[src/sv/ogg_pkg.sv]
// Shared types and constants of the Ogg page demultiplexer.
package ogg_pkg;

    // Event codes carried in each result item.
    typedef enum logic [1:0] {
        EV_HEADER   = 2'd0,
        EV_PAYLOAD  = 2'd1,
        EV_MISMATCH = 2'd2
    } event_kind_t;

    // One classified item as it travels through the queues.
    typedef struct packed {
        event_kind_t kind;
        logic [7:0]  data;
        logic [7:0]  flags;
        logic [31:0] serial;
        logic [15:0] length;
        logic        matched;
        logic        last;
    } record_t;

    // Fixed page header layout.
    localparam int HDR_IDX_W = 5;
    localparam logic [HDR_IDX_W-1:0] CAPTURE_LAST  = 5'd3;
    localparam logic [HDR_IDX_W-1:0] FLAGS_INDEX   = 5'd5;
    localparam logic [HDR_IDX_W-1:0] SERIAL_FIRST  = 5'd14;
    localparam logic [HDR_IDX_W-1:0] SERIAL_LAST   = 5'd17;
    localparam logic [HDR_IDX_W-1:0] SEGMENT_INDEX = 5'd26;

    // Queue geometry; the depth must be a power of two.
    localparam int QUEUE_DEPTH = 2;
    localparam int QUEUE_PTR_W = 1;
    localparam int QUEUE_CNT_W = 2;

    // Configuration port.
    localparam int ADDR_W = 3;
    localparam logic REG_SELECT_SERIAL = 1'b0;
    localparam logic REG_FILTER_ENABLE = 1'b1;

    // The capture pattern "OggS", one character per position.
    function automatic logic [7:0] capture_byte(input logic [1:0] pos);
        logic [7:0] value;
        case (pos)
            2'd0:    value = 8'h4F;
            2'd1:    value = 8'h67;
            2'd2:    value = 8'h67;
            default: value = 8'h53;
        endcase
        return value;
    endfunction

endpackage

[src/sv/ogg_queue.sv]
// Small first-in first-out queue of classified records.
module ogg_queue (
    input  logic             clk,
    input  logic             rst_n,
    input  logic             wr_en,
    input  ogg_pkg::record_t wr_rec,
    input  logic             rd_en,
    output ogg_pkg::record_t rd_rec,
    output logic             full,
    output logic             empty
);

    ogg_pkg::record_t                   slot_reg [ogg_pkg::QUEUE_DEPTH];
    logic [ogg_pkg::QUEUE_PTR_W-1:0]    wr_ptr_reg;
    logic [ogg_pkg::QUEUE_PTR_W-1:0]    rd_ptr_reg;
    logic [ogg_pkg::QUEUE_CNT_W-1:0]    count_reg;
    logic [ogg_pkg::QUEUE_CNT_W-1:0]    count_next;
    logic                               do_wr;
    logic                               do_rd;

    assign full  = (count_reg == ogg_pkg::QUEUE_CNT_W'(ogg_pkg::QUEUE_DEPTH));
    assign empty = (count_reg == '0);
    assign do_wr = wr_en && !full;
    assign do_rd = rd_en && !empty;
    assign rd_rec = slot_reg[rd_ptr_reg];

    always_comb
    begin
        count_next = count_reg;
        if (do_wr && !do_rd)
        begin
            count_next = count_reg + 1'b1;
        end
        else if (do_rd && !do_wr)
        begin
            count_next = count_reg - 1'b1;
        end
    end

    always_ff @(posedge clk or negedge rst_n)
    begin
        if (!rst_n)
        begin
            wr_ptr_reg <= '0;
            rd_ptr_reg <= '0;
            count_reg  <= '0;
        end
        else
        begin
            if (do_wr)
            begin
                wr_ptr_reg <= wr_ptr_reg + 1'b1;
            end
            if (do_rd)
            begin
                rd_ptr_reg <= rd_ptr_reg + 1'b1;
            end
            count_reg <= count_next;
        end
    end

    always_ff @(posedge clk)
    begin
        if (do_wr)
        begin
            slot_reg[wr_ptr_reg] <= wr_rec;
        end
    end

endmodule

[src/sv/ogg_front.sv]
// Byte parser: walks the page header and segment table and classifies each item.
module ogg_front (
    input  logic             clk,
    input  logic             rst_n,
    input  logic             accept,
    input  logic [7:0]       data_byte,
    output logic             rec_valid,
    output ogg_pkg::record_t rec
);

    typedef enum logic [1:0] {
        PH_HEADER,
        PH_SEGMENTS,
        PH_PAYLOAD
    } phase_t;

    phase_t                          phase_reg, phase_next;
    logic [ogg_pkg::HDR_IDX_W-1:0]   index_reg, index_next;
    logic [7:0]                      seg_reg, seg_next;
    logic [7:0]                      flags_reg, flags_next;
    logic [31:0]                     serial_reg, serial_next;
    logic [15:0]                     length_reg, length_next;
    logic [15:0]                     left_reg, left_next;
    logic                            halted_reg, halted_next;

    logic [15:0]                     left_dec;
    logic [15:0]                     length_sum;
    logic [7:0]                      seg_dec;

    assign left_dec   = left_reg - 16'd1;
    assign length_sum = length_reg + {8'd0, data_byte};
    assign seg_dec    = seg_reg - 8'd1;

    always_comb
    begin
        phase_next  = phase_reg;
        index_next  = index_reg;
        seg_next    = seg_reg;
        flags_next  = flags_reg;
        serial_next = serial_reg;
        length_next = length_reg;
        left_next   = left_reg;
        halted_next = halted_reg;
        rec_valid   = 1'b0;
        rec.kind    = ogg_pkg::EV_HEADER;
        rec.data    = 8'd0;
        rec.flags   = flags_reg;
        rec.serial  = serial_reg;
        rec.length  = length_reg;
        rec.matched = 1'b0;
        rec.last    = 1'b0;

        if (accept && !halted_reg)
        begin
            case (phase_reg)
                PH_PAYLOAD:
                begin
                    left_next = left_dec;
                    rec_valid = 1'b1;
                    rec.kind  = ogg_pkg::EV_PAYLOAD;
                    rec.data  = data_byte;
                    rec.last  = (left_dec == 16'd0);
                    if (left_dec == 16'd0)
                    begin
                        phase_next = PH_HEADER;
                    end
                end
                PH_SEGMENTS:
                begin
                    length_next = length_sum;
                    seg_next    = seg_dec;
                    if (seg_dec == 8'd0)
                    begin
                        left_next  = length_sum;
                        index_next = '0;
                        phase_next = (length_sum != 16'd0) ? PH_PAYLOAD : PH_HEADER;
                        rec_valid  = 1'b1;
                        rec.length = length_sum;
                    end
                end
                PH_HEADER:
                begin
                    index_next = index_reg + 1'b1;
                    if (index_reg <= ogg_pkg::CAPTURE_LAST)
                    begin
                        if (data_byte != ogg_pkg::capture_byte(index_reg[1:0]))
                        begin
                            // Lost sync: report once and stop parsing.
                            index_next  = index_reg;
                            halted_next = 1'b1;
                            rec_valid   = 1'b1;
                            rec.kind    = ogg_pkg::EV_MISMATCH;
                            rec.flags   = 8'd0;
                            rec.serial  = 32'd0;
                            rec.length  = 16'd0;
                        end
                    end
                    else if (index_reg == ogg_pkg::FLAGS_INDEX)
                    begin
                        flags_next = data_byte;
                    end
                    else if (index_reg >= ogg_pkg::SERIAL_FIRST &&
                             index_reg <= ogg_pkg::SERIAL_LAST)
                    begin
                        serial_next = {data_byte, serial_reg[31:8]};
                    end
                    else if (index_reg == ogg_pkg::SEGMENT_INDEX)
                    begin
                        seg_next    = data_byte;
                        length_next = 16'd0;
                        index_next  = '0;
                        if (data_byte == 8'd0)
                        begin
                            // A page with no segments has its header done here.
                            left_next  = 16'd0;
                            rec_valid  = 1'b1;
                            rec.length = 16'd0;
                        end
                        else
                        begin
                            phase_next = PH_SEGMENTS;
                        end
                    end
                end
                default:
                begin
                    phase_next = PH_HEADER;
                end
            endcase
        end
    end

    always_ff @(posedge clk or negedge rst_n)
    begin
        if (!rst_n)
        begin
            phase_reg  <= PH_HEADER;
            index_reg  <= '0;
            seg_reg    <= 8'd0;
            flags_reg  <= 8'd0;
            serial_reg <= 32'd0;
            length_reg <= 16'd0;
            left_reg   <= 16'd0;
            halted_reg <= 1'b0;
        end
        else
        begin
            phase_reg  <= phase_next;
            index_reg  <= index_next;
            seg_reg    <= seg_next;
            flags_reg  <= flags_next;
            serial_reg <= serial_next;
            length_reg <= length_next;
            left_reg   <= left_next;
            halted_reg <= halted_next;
        end
    end

endmodule

[src/sv/ogg_back.sv]
// Serial matcher and payload filter between the two queues.
module ogg_back (
    input  logic             mid_empty,
    input  ogg_pkg::record_t mid_rec,
    input  logic             out_full,
    input  logic [31:0]      select_serial,
    input  logic             filter_enable,
    output logic             mid_pop,
    output logic             out_push,
    output ogg_pkg::record_t out_rec
);

    logic matched;
    logic pass;

    assign matched = (mid_rec.kind != ogg_pkg::EV_MISMATCH) &&
                     (mid_rec.serial == select_serial);

    // Only payload items are ever dropped; headers and errors always go out.
    assign pass = (mid_rec.kind != ogg_pkg::EV_PAYLOAD) || !filter_enable || matched;

    assign mid_pop  = !mid_empty && !out_full;
    assign out_push = mid_pop && pass;

    always_comb
    begin
        out_rec         = mid_rec;
        out_rec.matched = matched;
    end

endmodule

[src/sv/ogg_page_demux_unit.sv]
// Top level of the Ogg page demultiplexer: configuration registers and the parser pipeline.
//
// Container bytes enter one per clock cycle while full is low; every byte, whether or
// not it yields a result, is taken by the header parser, so the sustained rate is one
// byte per cycle. A result item reaches the result ports through both queues: the
// parser writes it into the two-entry queue when its byte is accepted, and the serial
// filter then moves it into the two-entry output queue whenever that queue has room.
// The input stalls only while the parser queue is full, which happens once the output
// queue has been full long enough for the parser queue to fill behind it. Each page
// gives one header item, then one item per passed payload byte; payload of other
// serials is dropped when filtering is enabled. A broken capture pattern gives one
// error item, after which bytes are swallowed until reset. Registers: select_serial at
// address 0, filter_enable at address 4; write them only while the block is idle.
module ogg_page_demux_unit (
    input  logic                       clk,
    input  logic                       rst_n,
    input  logic                       psel,
    input  logic                       penable,
    input  logic                       pwrite,
    input  logic [ogg_pkg::ADDR_W-1:0] paddr,
    input  logic [31:0]                pwdata,
    output logic [31:0]                prdata,
    output logic                       pready,
    input  logic                       push,
    output logic                       full,
    input  logic [7:0]                 data_byte,
    output logic                       empty,
    input  logic                       pop,
    output logic [1:0]                 event_kind,
    output logic [7:0]                 payload_byte,
    output logic [7:0]                 header_flags,
    output logic [31:0]                page_serial,
    output logic [15:0]                payload_length,
    output logic                       serial_match,
    output logic                       last_of_page
);

    logic [31:0]      select_serial_reg;
    logic             filter_enable_reg;
    logic             cfg_write;

    logic             accept;
    logic             front_valid;
    ogg_pkg::record_t front_rec;
    logic             mid_full;
    logic             mid_empty;
    logic             mid_pop;
    ogg_pkg::record_t mid_rec;
    logic             out_full;
    logic             out_push;
    ogg_pkg::record_t back_rec;
    ogg_pkg::record_t head_rec;

    assign pready    = 1'b1;
    assign cfg_write = psel && penable && pwrite;
    assign prdata    = (paddr[2] == ogg_pkg::REG_FILTER_ENABLE) ?
                       {31'd0, filter_enable_reg} : select_serial_reg;

    always_ff @(posedge clk or negedge rst_n)
    begin
        if (!rst_n)
        begin
            select_serial_reg <= 32'd0;
            filter_enable_reg <= 1'b0;
        end
        else if (cfg_write)
        begin
            if (paddr[2] == ogg_pkg::REG_SELECT_SERIAL)
            begin
                select_serial_reg <= pwdata;
            end
            else
            begin
                filter_enable_reg <= pwdata[0];
            end
        end
    end

    assign full   = mid_full;
    assign accept = push && !mid_full;

    ogg_front u_front (
        .clk       (clk),
        .rst_n     (rst_n),
        .accept    (accept),
        .data_byte (data_byte),
        .rec_valid (front_valid),
        .rec       (front_rec)
    );

    ogg_queue u_mid_queue (
        .clk    (clk),
        .rst_n  (rst_n),
        .wr_en  (front_valid),
        .wr_rec (front_rec),
        .rd_en  (mid_pop),
        .rd_rec (mid_rec),
        .full   (mid_full),
        .empty  (mid_empty)
    );

    ogg_back u_back (
        .mid_empty     (mid_empty),
        .mid_rec       (mid_rec),
        .out_full      (out_full),
        .select_serial (select_serial_reg),
        .filter_enable (filter_enable_reg),
        .mid_pop       (mid_pop),
        .out_push      (out_push),
        .out_rec       (back_rec)
    );

    ogg_queue u_out_queue (
        .clk    (clk),
        .rst_n  (rst_n),
        .wr_en  (out_push),
        .wr_rec (back_rec),
        .rd_en  (pop),
        .rd_rec (head_rec),
        .full   (out_full),
        .empty  (empty)
    );

    assign event_kind     = 2'(head_rec.kind);
    assign payload_byte   = head_rec.data;
    assign header_flags   = head_rec.flags;
    assign page_serial    = head_rec.serial;
    assign payload_length = head_rec.length;
    assign serial_match   = head_rec.matched;
    assign last_of_page   = head_rec.last;

endmodule
[config.mk]
export PLATFORM = sky130hd
export DESIGN_NAME = ogg_page_demux_unit
export DESIGN_NICKNAME = d
export VERILOG_FILES = /design/src/sv/ogg_pkg.sv /design/src/sv/ogg_queue.sv /design/src/sv/ogg_front.sv /design/src/sv/ogg_back.sv /design/src/sv/ogg_page_demux_unit.sv
export SDC_FILE = /design/constraint.sdc
export NUM_CORES = 1
export LEC_CHECK = 0
export ABC_CLOCK_PERIOD_IN_PS = 5450
export CORE_MARGIN = 3
export CORE_UTILIZATION = 35
export DETAILED_ROUTE_END_ITERATION = 10
export DONT_BUFFER_PORTS = 1
export GPL_ROUTABILITY_DRIVEN = 0
export SYNTH_ARGS = -nofsm -noshare
export SYNTH_HDL_FRONTEND = slang
export SYNTH_SLANG_ARGS = --single-unit
[constraint.sdc]
create_clock -name clk -period 5.45 [get_ports clk]
set_input_delay 1.09 -clock clk [delete_from_list [all_inputs] [get_ports clk]]
set_output_delay 1.09 -clock clk [all_outputs]
set_load 0.005 [all_outputs]
After elaboration in Yosys (flattened, before gate mapping)
Memory sizes are Yosys's and may differ from the RTL's.
Cells that the tools add are included.

storage, ports and cells
  flip-flop bits (word level) = 129
  memory bits (writable) = 270
  input bits = 50
  output and inout port bits = 103
  logic and storage cells = 179
  memories kept = 2

operators by class
  add/subtract/negate cells = 12
  order comparisons = 3
  equal/unequal tests = 21
  mux-type cells = 72
  bitwise logic cells = 3
  reductions and logical operators = 50

memory list
  name                  words  bits a word  read ports  clocked after Yosys merged registers in  write ports  RTL line         source
  u_out_queue.slot_reg  2      68           1           0                                        1            ogg_queue.sv:13  ogg_pkg::record_t slot_reg [ogg_pkg::QUEUE_DEPTH];
  u_mid_queue.slot_reg  2      67           1           0                                        1            ogg_queue.sv:13

operators with widths
  cell                     count
  $mux W16                 16
  $mux W40                 2
  $mux W66                 1
  $mux W8                  8
  $pmux W16 S2             2
  $mux W56                 1
  $pmux W16 S3             1
  $eq A32 B32 Y1           1
  $mux W32                 1
  $mux W5                  6
  $mux W2                  14
  $add A16 B8 Y16          1
  $logic_and A1 B1 Y1      16
  $logic_not A16 Y1        1
  $logic_not A8 Y1         2
  $pmux W8 S2              1
  $reduce_and A8 Y1        2
  $reduce_bool A16 Y1      1
  $sub A16 B1 Y16 const B  1
  $mux W1                  14
  $pmux W6 S2              1
  $reduce_and A4 Y1        3
  $logic_not A1 Y1         10
  $ne A2 B1 Y1 const B     5
  28 further kinds         50

Depth between registers and ports, before layout
  word-level depth = 16
  gate-level depth with buffers = 13
  gate-level depth less buffers = 12

By module
Synthesis repeated with hierarchy kept, for this count alone.

second synthesis, totals
  cell total of the unflattened synthesis = 1303
  area, all modules = 18381.4 µm²

modules (own cells, without submodules)
  module               instances  cells each  area an instance (µm²)  sequential area each (µm²)
  ogg_queue            2          231         5146.2                  4184.0
  ogg_front            1          614         5584.1                  2202.1
  ogg_page_demux_unit  1          109         1607.8                  825.8
  ogg_back             1          118         897.1                   0.0

Worst setup path after synthesis
No wires, ideal clock.

  path kind = flip-flop to flip-flop
  from = register u_mid_queue.rd_ptr_reg
  to = memory u_out_queue.slot_reg[0][0] (netlist name), enable pin
  library setup time = 0.495 ns
  arrival = 5.072 ns
  data required time = 4.955 ns
  slack = -0.116 ns
  cell stages (with the launch flop) = 10
  buffers on the path = 2
  period minus slack after synthesis = 5.566 ns
  path through = dfrtp_1 -> clkbuf_1 -> clkbuf_1 -> mux2_2 -> xor2_1 -> nor4_1 -> nand4_1 -> nor3_1 -> o21bai_1 -> nor2_1

RTL lines
  what                    RTL line         source
  start, declared         ogg_queue.sv:15  logic [ogg_pkg::QUEUE_PTR_W-1:0] rd_ptr_reg;
  start signal, assigned  ogg_queue.sv:56  rd_ptr_reg <= rd_ptr_reg + 1'b1;
  end, declared           ogg_queue.sv:13

==> flow_summary.json <==
{
  "status": "finished clean",
  "final_util": 0.400,
  "fin_crit_sh": 0.775,
  "crit_chain": "buf_4 > o21ai_0 > nor4_1 > nand4b_1 > nor3_1 > o21bai_1 > nor2_4 > buf_4",
  "ys.flop_type": "edfxtp_1",
  "synth_area_leaders": "edfxtp_1 (46%), dfrtp_1 (18%), mux2_2 (13%)",
  "synth_top_area_share": 0.463,
  "max-vdd-ir-drop_uv": 366,
  "cts.sinks": 399,
  "critPathTopFamily": "buffers and inverters",
  "r2r_end": "u_out_queue.slot_reg[0][20]",
  "yosysSeqAreaShare": 0.647,
  "critPathRequiredTime_ns": 5.62,
  "drt-initial-drc-count": 743,
  "synth_edf_count": 270,
  "grt.overflow.total": 0,
  "core_area_mm2": 0.0492,
  "cts_hold_buf": 0,
  "dp_hpwl_mm": 25.4,
  "cts_buffers": 43,
  "cts_max_level": 2,
  "antenna_cells": 0,
  "yosysMostFrequentCell": "edfxtp_1",
  "rows": 81,
  "avgRoutedWirePerCell_um": 20.1,
  "slowest_delay_ns": 0.93,
  "syn_nets": 1314,
  "post-route-min-period_ns": 4.22,
  "largest_reg_flops": 136,
  "areaGrowthSynthToFinish_pct": 12.3,
  "synth_common_cells": "edfxtp_1 (270), mux2_2 (205), dfrtp_1 (129)",
  "hold_violations": 0,
  "critical_path_class": "reg2reg",
  "insertion_delay_ns": 0.56,
  "cts_resized": 0,
  "slew_viol_final": 0,
  "hold_class": "in2async",
  "synth_async_sr_flop_share": 0.323,
  "post_cts_buffers": 0,
  "ioPinCount": 153,
  "drc": 0,
  "rsz0062_at_grt": "no",
  "syn_area_per_cell_um2": 14.1,
  "die-area_mm2": 0.0528,
  "finClkSkew_ns": 0.0277,
  "syn-cell-area_mm2": 0.0175,
  "timing.critical_path.from_type": "flip-flop",
  "cap_viol_max_count": 0,
  "final_nets": 1310,
  "cp_common_cell": "buf_4",
  "nFillCells": 4545,
  "worst_pin_slew_ns": 1.05,
  "r2r-start": "u_mid_queue.rd_ptr_reg",
  "post-place-ws_ns": 1.14,
  "relSlewSlack": 0.297,
  "setup_viol": 0,
  "drive_gt1_frac": 0.238,
  "grt_pass1_vias": 9942,
  "grt_pass1_wl_mm": 60.3,
  "drtAntennaViolNets": 0,
  "crit_start": "u_mid_queue.rd_ptr_reg",
  "wl_mm": 39.0,
  "cts_tree": "yes",
  "r2r_cells": 8,
  "end_kind": "flip-flop",
  "path_max_fanout": 43,
  "cts_root_buf": "clkbuf_16",
  "ys_warn_count": 0,
  "clk_pin_slew_ns": 0.06,
  "r2r_slack_ns": 1.23,
  "track_usage": 0.147,
  "fin_ws_ns": 1.23,
  "crit_arrival_ns": 4.39,
  "antenna_found_initial": 0,
  "drt-pass1-iter-count": 5,
  "grt_max_degree": 130,
  "clock.fmax_mhz": 237,
  "die_w_um": 230,
  "vias": 9869,
  "start_util": 0.356,
  "avgViaCountPerCell": 5.09,
  "fp.dieH_um": 230,
  "clock_path_buffers": 3,
  "crit_slowest_cell": "dfrtp_2",
  "path_buf_inv": 2,
  "power.density_mw_per_mm2": 482,
  "ys_ff_latch": 399,
  "port_buffers": 0,
  "synth_area_leader_cell": "edfxtp_1",
  "synth_cells": 1244,
  "tns_ns": 0,
  "p_leak_nw": 7.29,
  "ys_types": 64
}
## layout make-up
| cell class | instances | area (um2) | share of cell area |
|---|---|---|---|
| Timing Repair Buffer | 12 | 115 | 0.00585 |
| Inverter | 22 | 82.6 | 0.00420 |
| Sequential cell | 399 | 11300 | 0.577 |
| Multi-Input combinational cell | 762 | 5870 | 0.299 |
| Clock buffer | 57 | 1200 | 0.0609 |
| Clock inverter | 23 | 226 | 0.0115 |
| Tap cell | 664 | 831 | 0.0422 |
## worst max-delay path by stage
| stage | endpoint | cells past startpoint |
|---|---|---|
| final | u_out_queue.slot_reg[0][20] | 8 |
| after detailed placement | u_out_queue.slot_reg[1][20] | 8 |
| after global placement | u_out_queue.slot_reg[0][34] | 8 |
| after global routing | u_out_queue.slot_reg[1][20] | 8 |
| after CTS | u_out_queue.slot_reg[1][20] | 8 |
| after floorplan | u_out_queue.slot_reg[0][0] | 9 |
## logic make-up after synthesis
group | count (synthesis) | synth area share
simple gates | 296 | 0.0912
compound gates | 175 | 0.0628
fa+ha+maj | 20 | 0.0147
buf+inv | 83 | 0.0186
mux | 211 | 0.136
xor+xnor | 59 | 0.0295
flops | 399 | 0.647
other cells | 1 | 0.000214
## per-stage QoR
step	total power [mW]	hold slack, ns	area (um2)	std cells
final	9.48	0.242	19700	1939
after global routing	9.93	0.202	19700	1939
after CTS	9.64	0.204	19700	1939
after detailed placement	6.68	0.486	18200	1859
after global placement	6.64	0.473	18200	1859
after floorplan	5.98	0.456	17500	1244
## metal layers
metal | track usage | up-vias | routed length [um]
met1 | 0.195 | 4992 | 17200
met4 | 0.0408 | 0 | 791
met3 | 0.0332 | 51 | 1980
met2 | 0.243 | 225 | 19100
met5 | 0 | - | 0
li1 | - | 4601 | -
## layout by cell type (no fill, tap or decap), types with 6 or more instances in the layout
cell	Yosys	final
nor2b_1	77	77
clkbuf_16	0	43
nand2_1	63	63
ha_1	19	19
a22o_1	14	14
o31ai_1	11	11
mux2_2	205	205
o21ai_0	40	40
buf_4	1	10
nor4_1	11	11
xnor2_1	20	20
a21oi_1	26	26
o21ai_1	35	35
clkbuf_1	47	7
xor2_1	39	39
clkbuf_8	0	7
edfxtp_1	270	270
nor2_1	46	43
inv_1	22	22
clkinv_1	0	6
and2_1	15	14
clkinv_2	0	8
o22ai_1	6	6
nand3_1	20	20
nand2b_1	7	7
nand4_1	7	7
nor3_1	20	20
dfrtp_1	129	127
## report_power, final
group          total (mW)  internal (mW)  switching [mW]
combinational        1.99          0.850            1.15
clock                2.91           1.74            1.17
sequential           4.57           4.19           0.387
## worst register-to-register path, cell delays in order, from the launching register on
cell	delay [ns]
dfrtp_2	0.93
buf_4	0.62
o21ai_0	0.34
nor4_1	0.32
nand4b_1	0.12
nor3_1	0.42
o21bai_1	0.34
nor2_4	0.17
buf_4	0.56
Power figures use the tool's default switching activity.
